`src/hdl/mrrs_pkg.sv`:
```
// ----------------------------------------------------------------------------
// mrrs_pkg
// Types, codes and the CRC-16 byte update shared by the holding-register
// slave.
// ----------------------------------------------------------------------------
package mrrs_pkg;

    localparam logic [15:0] CRC_INIT     = 16'hFFFF;
    localparam logic [15:0] CRC_POLY     = 16'hA001;
    localparam logic [7:0]  FC_READ      = 8'h03;
    localparam logic [7:0]  FC_WRITE     = 8'h06;
    localparam logic [7:0]  EXC_FLAG     = 8'h80;
    localparam logic [7:0]  EXC_FUNCTION = 8'h01;
    localparam logic [7:0]  EXC_ADDRESS  = 8'h02;
    localparam logic [8:0]  LEN_SAT      = 9'd256;
    localparam logic [8:0]  MIN_FRAME    = 9'd8;
    localparam logic [2:0]  HDR_BYTES    = 3'd6;
    localparam logic [2:0]  EXC_BYTES    = 3'd3;

    typedef enum logic [2:0] {
        S_CLEAR,
        S_IDLE,
        S_HDR,
        S_RD_REQ,
        S_RD_HI,
        S_RD_LO,
        S_CRC_LO,
        S_CRC_HI
    } state_t;

    typedef enum logic [1:0] {
        MODE_READ,
        MODE_WRITE,
        MODE_EXC
    } mode_t;

    typedef struct packed {
        logic       push;
        logic       last;
        logic [7:0] data;
    } tx_push_t;

    function automatic logic [15:0] crc_byte(input logic [15:0] crc, input logic [7:0] b);
        logic [15:0] c;
        c = crc ^ {8'h00, b};
        for (int k = 0; k < 8; k++) begin
            if (c[0])
                c = (c >> 1) ^ CRC_POLY;
            else
                c = c >> 1;
        end
        return c;
    endfunction

endpackage

```
`src/hdl/modbus_rtu_register_slave_top.sv`:
```
// ----------------------------------------------------------------------------
// modbus_rtu_register_slave_top
// Modbus RTU slave for 16-bit holding registers: frame check, read and
// write of the register memory, and reply generation with its CRC.
// ----------------------------------------------------------------------------
// After reset the block zeroes its register memory, one entry a cycle, over
// all STORE_DEPTH entries, and takes no byte meanwhile. It then takes one
// request byte per cycle. On a byte that ends a frame with good length and
// CRC it takes no more until the reply is handed on: header bytes go out at
// one a cycle, each register read is requested on the memory's single read
// port before its two bytes go out, then the CRC, with waits while the
// output register is held. A reply leaves as groups of up to four bytes.
module modbus_rtu_register_slave_top #(
    parameter int STORE_DEPTH    = 128,
    parameter int MAX_READ_COUNT = 125
) (
    input  logic       clk,
    input  logic       rst_n,
    input  logic       rx_valid,
    output logic       rx_stall,
    input  logic [7:0] rx_byte,
    input  logic       frame_end,
    output logic       tx_valid,
    input  logic       tx_stall,
    output logic [7:0] tx_byte_a,
    output logic [7:0] tx_byte_b,
    output logic [7:0] tx_byte_c,
    output logic [7:0] tx_byte_d,
    output logic [2:0] valid_bytes,
    output logic       reply_last
);

    localparam int AW = (STORE_DEPTH > 1) ? $clog2(STORE_DEPTH) : 1;
    localparam logic [16:0] DEPTH_LIM = 17'(STORE_DEPTH);
    localparam logic [15:0] MAX_CNT   = 16'(MAX_READ_COUNT);
    localparam logic [AW-1:0] CLR_LAST = AW'(STORE_DEPTH - 1);

    mrrs_pkg::state_t   state_reg, state_next;
    mrrs_pkg::mode_t    mode_reg, mode_next;
    mrrs_pkg::tx_push_t push;

    logic [7:0]    hdr_reg [6];
    logic [8:0]    len_reg;
    logic [15:0]   crc_reg;
    logic [15:0]   rcrc_reg;
    logic [7:0]    code_reg, code_next;
    logic [16:0]   addr_reg;
    logic [6:0]    left_reg;
    logic [2:0]    idx_reg;
    logic          oor_reg;
    logic [AW-1:0] clr_reg;

    logic          accept;
    logic [8:0]    len_next;
    logic [15:0]   crc_next;
    logic          frame_ok;
    logic          start;
    logic [15:0]   req_addr;
    logic [15:0]   req_val;
    logic          room;
    logic [2:0]    hdr_len;
    logic [7:0]    hdr_byte;
    logic          mem_we;
    logic [AW-1:0] mem_waddr;
    logic [15:0]   mem_wdata;
    logic          mem_re;
    logic [15:0]   mem_rdata;
    logic [15:0]   rd_val;

    assign rx_stall = (state_reg != mrrs_pkg::S_IDLE);
    assign accept   = rx_valid && !rx_stall;
    assign len_next = (len_reg < mrrs_pkg::LEN_SAT) ? len_reg + 9'd1 : len_reg;
    assign crc_next = mrrs_pkg::crc_byte(crc_reg, rx_byte);
    assign frame_ok = (len_next >= mrrs_pkg::MIN_FRAME) && (crc_next == 16'h0);
    assign start    = accept && frame_end && frame_ok;
    assign req_addr = {hdr_reg[2], hdr_reg[3]};
    assign req_val  = {hdr_reg[4], hdr_reg[5]};
    assign hdr_len  = (mode_reg == mrrs_pkg::MODE_WRITE) ? mrrs_pkg::HDR_BYTES
                                                         : mrrs_pkg::EXC_BYTES;
    assign rd_val   = oor_reg ? 16'h0 : mem_rdata;

    always_comb
    begin
        mode_next = mrrs_pkg::MODE_EXC;
        code_next = mrrs_pkg::EXC_FUNCTION;
        if (hdr_reg[1] == mrrs_pkg::FC_READ)
        begin
            if (req_val > MAX_CNT)
            begin
                code_next = mrrs_pkg::EXC_ADDRESS;
            end
            else
            begin
                mode_next = mrrs_pkg::MODE_READ;
            end
        end
        else if (hdr_reg[1] == mrrs_pkg::FC_WRITE)
        begin
            if ({1'b0, req_addr} < DEPTH_LIM)
            begin
                mode_next = mrrs_pkg::MODE_WRITE;
            end
            else
            begin
                code_next = mrrs_pkg::EXC_ADDRESS;
            end
        end
    end

    always_comb
    begin
        hdr_byte = hdr_reg[0];
        unique case (mode_reg)
            mrrs_pkg::MODE_READ:
            begin
                case (idx_reg)
                    3'd0: hdr_byte = hdr_reg[0];
                    3'd1: hdr_byte = mrrs_pkg::FC_READ;
                    default: hdr_byte = {left_reg, 1'b0};
                endcase
            end
            mrrs_pkg::MODE_WRITE:
            begin
                hdr_byte = (idx_reg < mrrs_pkg::HDR_BYTES) ? hdr_reg[idx_reg] : 8'h0;
            end
            default:
            begin
                case (idx_reg)
                    3'd0: hdr_byte = hdr_reg[0];
                    3'd1: hdr_byte = hdr_reg[1] | mrrs_pkg::EXC_FLAG;
                    default: hdr_byte = code_reg;
                endcase
            end
        endcase
    end

    always_comb
    begin
        state_next = state_reg;
        unique case (state_reg)
            mrrs_pkg::S_CLEAR:
            begin
                if (clr_reg == CLR_LAST)
                    state_next = mrrs_pkg::S_IDLE;
            end
            mrrs_pkg::S_IDLE:
            begin
                if (start)
                    state_next = mrrs_pkg::S_HDR;
            end
            mrrs_pkg::S_HDR:
            begin
                if (room && idx_reg == hdr_len - 3'd1)
                begin
                    if (mode_reg == mrrs_pkg::MODE_READ && left_reg != 7'd0)
                        state_next = mrrs_pkg::S_RD_REQ;
                    else
                        state_next = mrrs_pkg::S_CRC_LO;
                end
            end
            mrrs_pkg::S_RD_REQ:
            begin
                state_next = mrrs_pkg::S_RD_HI;
            end
            mrrs_pkg::S_RD_HI:
            begin
                if (room)
                    state_next = mrrs_pkg::S_RD_LO;
            end
            mrrs_pkg::S_RD_LO:
            begin
                if (room)
                    state_next = (left_reg == 7'd1) ? mrrs_pkg::S_CRC_LO
                                                    : mrrs_pkg::S_RD_REQ;
            end
            mrrs_pkg::S_CRC_LO:
            begin
                if (room)
                    state_next = mrrs_pkg::S_CRC_HI;
            end
            mrrs_pkg::S_CRC_HI:
            begin
                if (room)
                    state_next = mrrs_pkg::S_IDLE;
            end
            default:
            begin
                state_next = mrrs_pkg::S_IDLE;
            end
        endcase
    end

    always_comb
    begin
        push      = '0;
        mem_we    = 1'b0;
        mem_waddr = clr_reg;
        mem_wdata = 16'h0;
        mem_re    = 1'b0;
        unique case (state_reg)
            mrrs_pkg::S_CLEAR:
            begin
                mem_we = 1'b1;
            end
            mrrs_pkg::S_IDLE:
            begin
                mem_we    = start && (mode_next == mrrs_pkg::MODE_WRITE);
                mem_waddr = req_addr[AW-1:0];
                mem_wdata = req_val;
            end
            mrrs_pkg::S_HDR:
            begin
                push.push = room;
                push.data = hdr_byte;
            end
            mrrs_pkg::S_RD_REQ:
            begin
                mem_re = 1'b1;
            end
            mrrs_pkg::S_RD_HI:
            begin
                push.push = room;
                push.data = rd_val[15:8];
            end
            mrrs_pkg::S_RD_LO:
            begin
                push.push = room;
                push.data = rd_val[7:0];
            end
            mrrs_pkg::S_CRC_LO:
            begin
                push.push = room;
                push.data = rcrc_reg[7:0];
            end
            mrrs_pkg::S_CRC_HI:
            begin
                push.push = room;
                push.last = 1'b1;
                push.data = rcrc_reg[15:8];
            end
            default:
            begin
                push = '0;
            end
        endcase
    end

    always_ff @(posedge clk or negedge rst_n)
    begin
        if (!rst_n)
        begin
            state_reg <= mrrs_pkg::S_CLEAR;
            clr_reg   <= '0;
            len_reg   <= 9'd0;
            crc_reg   <= mrrs_pkg::CRC_INIT;
            for (int i = 0; i < 6; i++)
                hdr_reg[i] <= 8'h0;
        end
        else
        begin
            state_reg <= state_next;
            if (state_reg == mrrs_pkg::S_CLEAR)
                clr_reg <= clr_reg + AW'(1);
            if (accept)
            begin
                if (len_reg < 9'(mrrs_pkg::HDR_BYTES))
                    hdr_reg[len_reg[2:0]] <= rx_byte;
                len_reg <= frame_end ? 9'd0 : len_next;
                crc_reg <= frame_end ? mrrs_pkg::CRC_INIT : crc_next;
            end
        end
    end

    always_ff @(posedge clk)
    begin
        if (start)
        begin
            mode_reg <= mode_next;
            code_reg <= code_next;
            addr_reg <= {1'b0, req_addr};
            left_reg <= req_val[6:0];
            idx_reg  <= 3'd0;
            rcrc_reg <= mrrs_pkg::CRC_INIT;
        end
        if (state_reg == mrrs_pkg::S_RD_REQ)
            oor_reg <= !(addr_reg < DEPTH_LIM);
        if (push.push && state_reg != mrrs_pkg::S_CRC_LO && state_reg != mrrs_pkg::S_CRC_HI)
            rcrc_reg <= mrrs_pkg::crc_byte(rcrc_reg, push.data);
        if (push.push && state_reg == mrrs_pkg::S_HDR)
            idx_reg <= idx_reg + 3'd1;
        if (push.push && state_reg == mrrs_pkg::S_RD_LO)
        begin
            addr_reg <= addr_reg + 17'd1;
            left_reg <= left_reg - 7'd1;
        end
    end

    mrrs_store #(
        .DEPTH (STORE_DEPTH),
        .AW    (AW)
    ) u_store (
        .clk   (clk),
        .we    (mem_we),
        .waddr (mem_waddr),
        .wdata (mem_wdata),
        .re    (mem_re),
        .raddr (addr_reg[AW-1:0]),
        .rdata (mem_rdata)
    );

    mrrs_pack u_pack (
        .clk         (clk),
        .rst_n       (rst_n),
        .push_in     (push),
        .room        (room),
        .tx_valid    (tx_valid),
        .tx_stall    (tx_stall),
        .tx_byte_a   (tx_byte_a),
        .tx_byte_b   (tx_byte_b),
        .tx_byte_c   (tx_byte_c),
        .tx_byte_d   (tx_byte_d),
        .valid_bytes (valid_bytes),
        .reply_last  (reply_last)
    );

`ifndef SYNTHESIS
    a_clear_blocks_rx: assert property (@(posedge clk) disable iff (!rst_n)
        state_reg == mrrs_pkg::S_CLEAR |-> rx_stall)
        else $error("Byte taken during the memory clearing pass.");

    a_push_needs_room: assert property (@(posedge clk) disable iff (!rst_n)
        push.push |-> room)
        else $error("Reply byte pushed while the output register is held.");

    a_write_when_idle: assert property (@(posedge clk) disable iff (!rst_n)
        mem_we |-> (state_reg == mrrs_pkg::S_CLEAR || state_reg == mrrs_pkg::S_IDLE))
        else $error("Register memory written during a reply.");

    a_group_count: assert property (@(posedge clk) disable iff (!rst_n)
        tx_valid |-> (valid_bytes != 3'd0 && valid_bytes <= 3'd4))
        else $error("Output group carries an impossible byte count.");

    a_read_then_byte: assert property (@(posedge clk) disable iff (!rst_n)
        state_reg == mrrs_pkg::S_RD_REQ |=> state_reg == mrrs_pkg::S_RD_HI)
        else $error("Register read not followed by its high byte.");
`endif

endmodule

```
`src/hdl/mrrs_store.sv`:
```
// ----------------------------------------------------------------------------
// mrrs_store
// Holding-register memory: one write port and one read port with
// registered read data.
// ----------------------------------------------------------------------------
module mrrs_store #(
    parameter int DEPTH = 128,
    parameter int AW    = 7
) (
    input  logic          clk,
    input  logic          we,
    input  logic [AW-1:0] waddr,
    input  logic [15:0]   wdata,
    input  logic          re,
    input  logic [AW-1:0] raddr,
    output logic [15:0]   rdata
);

    logic [15:0] mem [DEPTH];
    logic [15:0] rdata_reg;

    always_ff @(posedge clk)
    begin
        if (we)
        begin
            mem[waddr] <= wdata;
        end
    end

    always_ff @(posedge clk)
    begin
        if (re)
        begin
            rdata_reg <= mem[raddr];
        end
    end

    assign rdata = rdata_reg;

endmodule

```
`src/hdl/mrrs_pack.sv`:
```
// ----------------------------------------------------------------------------
// mrrs_pack
// Gathers reply bytes into groups of up to four and holds each group in an
// output register until it is taken.
// ----------------------------------------------------------------------------
module mrrs_pack (
    input  logic               clk,
    input  logic               rst_n,
    input  mrrs_pkg::tx_push_t push_in,
    output logic               room,
    output logic               tx_valid,
    input  logic               tx_stall,
    output logic [7:0]         tx_byte_a,
    output logic [7:0]         tx_byte_b,
    output logic [7:0]         tx_byte_c,
    output logic [7:0]         tx_byte_d,
    output logic [2:0]         valid_bytes,
    output logic               reply_last
);

    logic [7:0]  acc_reg [3];
    logic [1:0]  acc_cnt_reg;
    logic        out_valid_reg;
    logic [31:0] out_data_reg;
    logic [2:0]  out_cnt_reg;
    logic        out_last_reg;
    logic        load;
    logic [31:0] group;

    assign room = !out_valid_reg || !tx_stall;
    assign load = push_in.push && (push_in.last || acc_cnt_reg == 2'd3);

    always_comb
    begin
        group = 32'h0;
        case (acc_cnt_reg)
            2'd0: group = {push_in.data, 24'h0};
            2'd1: group = {acc_reg[0], push_in.data, 16'h0};
            2'd2: group = {acc_reg[0], acc_reg[1], push_in.data, 8'h0};
            default: group = {acc_reg[0], acc_reg[1], acc_reg[2], push_in.data};
        endcase
    end

    always_ff @(posedge clk or negedge rst_n)
    begin
        if (!rst_n)
        begin
            acc_cnt_reg   <= 2'd0;
            out_valid_reg <= 1'b0;
        end
        else
        begin
            if (load)
            begin
                acc_cnt_reg   <= 2'd0;
                out_valid_reg <= 1'b1;
            end
            else
            begin
                if (push_in.push)
                begin
                    acc_cnt_reg <= acc_cnt_reg + 2'd1;
                end
                if (!tx_stall)
                begin
                    out_valid_reg <= 1'b0;
                end
            end
        end
    end

    always_ff @(posedge clk)
    begin
        if (push_in.push && !load)
        begin
            acc_reg[acc_cnt_reg] <= push_in.data;
        end
        if (load)
        begin
            out_data_reg <= group;
            out_cnt_reg  <= {1'b0, acc_cnt_reg} + 3'd1;
            out_last_reg <= push_in.last;
        end
    end

    assign tx_valid    = out_valid_reg;
    assign tx_byte_a   = out_data_reg[31:24];
    assign tx_byte_b   = out_data_reg[23:16];
    assign tx_byte_c   = out_data_reg[15:8];
    assign tx_byte_d   = out_data_reg[7:0];
    assign valid_bytes = out_cnt_reg;
    assign reply_last  = out_last_reg;

endmodule
```
`config.mk`:
```
export PLATFORM = sky130hd
export DESIGN_NAME = modbus_rtu_register_slave_top
export DESIGN_NICKNAME = d
export VERILOG_FILES = /design/src/hdl/mrrs_pkg.sv /design/src/hdl/modbus_rtu_register_slave_top.sv /design/src/hdl/mrrs_store.sv /design/src/hdl/mrrs_pack.sv
export SDC_FILE = /design/constraint.sdc
export NUM_CORES = 2
export LEC_CHECK = 0
export BUFFER_PORTS_ARGS = -buffer_cell sky130_fd_sc_hd__buf_4
export CAP_MARGIN = 5
export CORE_ASPECT_RATIO = 0.75
export CORE_MARGIN = 2
export CORE_UTILIZATION = 45
export DETAILED_ROUTE_END_ITERATION = 12
export PLACE_DENSITY_LB_ADDON = 0.1
export SLEW_MARGIN = 40
export SYNTH_ARGS = -nofsm -noshare
export SYNTH_HDL_FRONTEND = slang
export SYNTH_SLANG_ARGS = --single-unit
```
`constraint.sdc`:
```
create_clock -name clk -period 8.48 [get_ports clk]
set_clock_uncertainty 0.05 [all_clocks]
set_input_delay 2.12 -clock clk [delete_from_list [all_inputs] [get_ports clk]]
set_output_delay 2.12 -clock clk [all_outputs]
set_load 0.03 [all_outputs]
```
==> results.cfg <==
[outcome]
status = finished clean

[yosys]
synth.area.top_cells = edfxtp_1 (73%), mux4_2 (17%), dfrtp_1 (2.0%)
synth_edf_count = 2172
ys_ff_latch = 2258
syn_nets = 3997
yosysWarnings = 0
synthesis.area_um2 = 88800
ys_seq_area_share_pct = 75.9
ys_types = 67
avgSynthCellArea_um2 = 22.4
syn_inst = 3971
ys_async_sr_fraction_pct = 3.81
ys.flop_type = edfxtp_1
synth_top_cell_by_area = edfxtp_1
synth.top_cell.area_share_pct = 73.5

[die]
rows = 141
die_y_um = 389
fp.coreArea_um2 = 197000
die-area_um2 = 201000
initial_core_util_pct = 45.2
pin_count = 51
die_w_um = 517

[clock_network]
ctsHoldBuffers = 0
clock_tree.root_cell = clkbuf_16
cts_tree = built
cts_buffer_depth = 4
numClockSinks = 2258
clk_pin_slew_ns = 0.06
htreeDepth = 4
clk_latency_ns = 0.86
numCtsBuffers = 221
postCtsSetupBuffers = 0
cts_resized = 0

[cells_and_area]
fin_area_um2 = 101000
area_growth_pct = 14.0
seq_area_um2 = 67400
largest_reg_flops = 2048
n_fill_cell = 15400
layout_commonest_cell = edfxtp_1
final_cell_mix = edfxtp_1 (2,172), mux4_2 (671), clkbuf_16 (227)
layout-drive-gt1-share_pct = 33.4
multi_input_area_um2 = 21000
nets = 4259

[route]
dr_total_vias = 43000
drc = 0
first_pass_iters = 6
drtIter0Drc = 6428
routed_wl_um = 243000
wl_per_cell_um = 34.4
ant_nets = 0
viasPerCell = 6.10

[critical_path]
critPathCaptureType = register
critPathArrivalTime_ns = 7.42
start_kind = input pin
cp_max_fo = 11
worstSetupPathType = input pin to register
required_ns = 8.99

[place]
dpl.hpwl_um = 153000
portBuffers = 50
post_dp_cell_area_um2 = 94000
gp_congestion = 0.853

[pwr]
peakVddDrop_mv = 0.157
power.density_nw_per_um2 = 216
power.leakage_nw = 33.3

[sta]
fin_tns_setup_ns = 0
rsz0062_at_grt = no
max_freq_mhz = 145
final_max_slew_viol_count = 0
min_period_ns = 6.91
fin_crit_sh_pct = 81.5
tightest_slew_ns = 0.852
slew_headroom_pct = 43.2
setup_viol = 0
finalHoldViolCount = 0

[grt]
overflow = 0
grt_max_degree = 96
grt_pass1_vias = 41100
antenna_found_initial = 27
grt.total_usage_pct = 24.2
grt_pass1_wl_um = 338000

[job]
maxCapViolCount = 0

[hold_path]
min_path_type = register to register
==> kinds of logic (layout without fill, tap and decap cells) <==
kind of cell / after synthesis / count (layout) / share of synthesized area [%]
flops: 2258 / 2258 / 75.9
mux: 776 / 776 / 18.3
simple gates: 444 / 444 / 2.46
buf+inv: 230 / 660 / 1.00
compound gates: 180 / 180 / 1.35
xor+xnor: 70 / 70 / 0.777
fa+ha+maj: 13 / 13 / 0.183
other cells: 0 / 5 / 0
==> worst max-delay path: stages <==
cell,delay (ns)
buf_4,0.14
xnor2_1,0.29
xor2_1,0.29
xnor3_1,0.50
xnor2_1,0.21
ha_1,0.31
xor2_1,0.19
or4_1,0.51
or4_1,0.69
o21ai_4,0.51
nand3_4,0.56
buf_4,0.42
nor2_2,0.32
buf_4,0.28
==> per-stage QoR <==
| stage | utilization, % | std cells | total power [mW] | setup slack [ns] | hold slack [ns] |
|---|---|---|---|---|---|
| 2_1_floorplan | - | 3971 | 12.3 | 1.36 | 0.391 |
| 3_3_place_gp | 47.6 | 6638 | 12.3 | 0.818 | 0.401 |
| 3_5_place_dp | 47.8 | 6653 | 12.3 | 0.748 | 0.401 |
| 4_1_cts | 51.4 | 7044 | 22.0 | 1.65 | 0.410 |
| 5_1_grt | 51.5 | 7046 | 22.5 | 1.40 | 0.421 |
| 6_report | 51.5 | 7051 | 21.8 | 1.57 | 0.409 |
==> where the power goes <==
group	internal (mW)	switching (mW)	total (mW)
registers	12.0	0	12.0
logic	0.0153	0.0283	0.0437
clock network	5.63	4.13	9.76
==> routing by layer <==
metal / track usage [%] / vias up / routed length (µm)
met5: 0 / - / 0
met4: 4.03 / 0 / 3760
met3: 5.44 / 246 / 22600
met2: 32.3 / 1998 / 102000
met1: 40.8 / 23500 / 115000
li1: - / 17300 / -
==> cells in the mapped netlist, types with 5 or more instances <==
| cell type | n |
|---|---|
| buf_2 | 8 |
| mux2i_1 | 28 |
| xnor2_1 | 32 |
| nand2_1 | 121 |
| inv_1 | 14 |
| buf_1 | 68 |
| mux4_2 | 671 |
| ha_1 | 13 |
| xnor3_1 | 5 |
| a221oi_1 | 8 |
| and3_1 | 11 |
| or2_2 | 5 |
| a31o_2 | 7 |
| nand3_1 | 20 |
| nor3_1 | 14 |
| o21ai_0 | 70 |
| nand3b_1 | 14 |
| mux2_2 | 77 |
| nand2b_1 | 16 |
| nor3b_1 | 7 |
| o22a_1 | 5 |
| edfxtp_1 | 2172 |
| nor2_1 | 153 |
| clkbuf_1 | 136 |
| dfstp_2 | 16 |
| a22o_1 | 27 |
| xor2_1 | 32 |
| nor4_1 | 8 |
| o22ai_1 | 11 |
| and2_1 | 30 |
| a21oi_1 | 19 |
| dfrtp_1 | 70 |
| nand4_1 | 7 |
| or3_1 | 6 |
| nand3_4 | 7 |
| nor2b_1 | 14 |
==> path summary, 6_finish.rpt <==
kind                             from                 end  slack (ns)  depth (start not counted)
setup / recovery           rx_byte[2]  u_store.mem[25][0]        1.57                         14
setup reg to reg           crc_reg[3]  u_store.mem[25][0]        2.57                         13
min in group asynchronous       rst_n          hdr_reg[9]        1.17                          1
max in group asynchronous       rst_n          len_reg[3]        6.13                          2
hold reg to reg            crc_reg[1]          crc_reg[1]        0.41                          2
hold / removal             crc_reg[1]          crc_reg[1]        0.41                          2
==> cell type report <==
cell class,instances,area share [%]
Antenna cell,5,0.0124
Tap cell,2645,3.27
Clock inverter,110,1.12
Multi-Input combinational cell,1483,20.7
Clock buffer,281,5.85
Timing Repair Buffer,254,2.35
Inverter,15,0.0556
Sequential cell,2258,66.6
(Power assumes the default switching activity.)
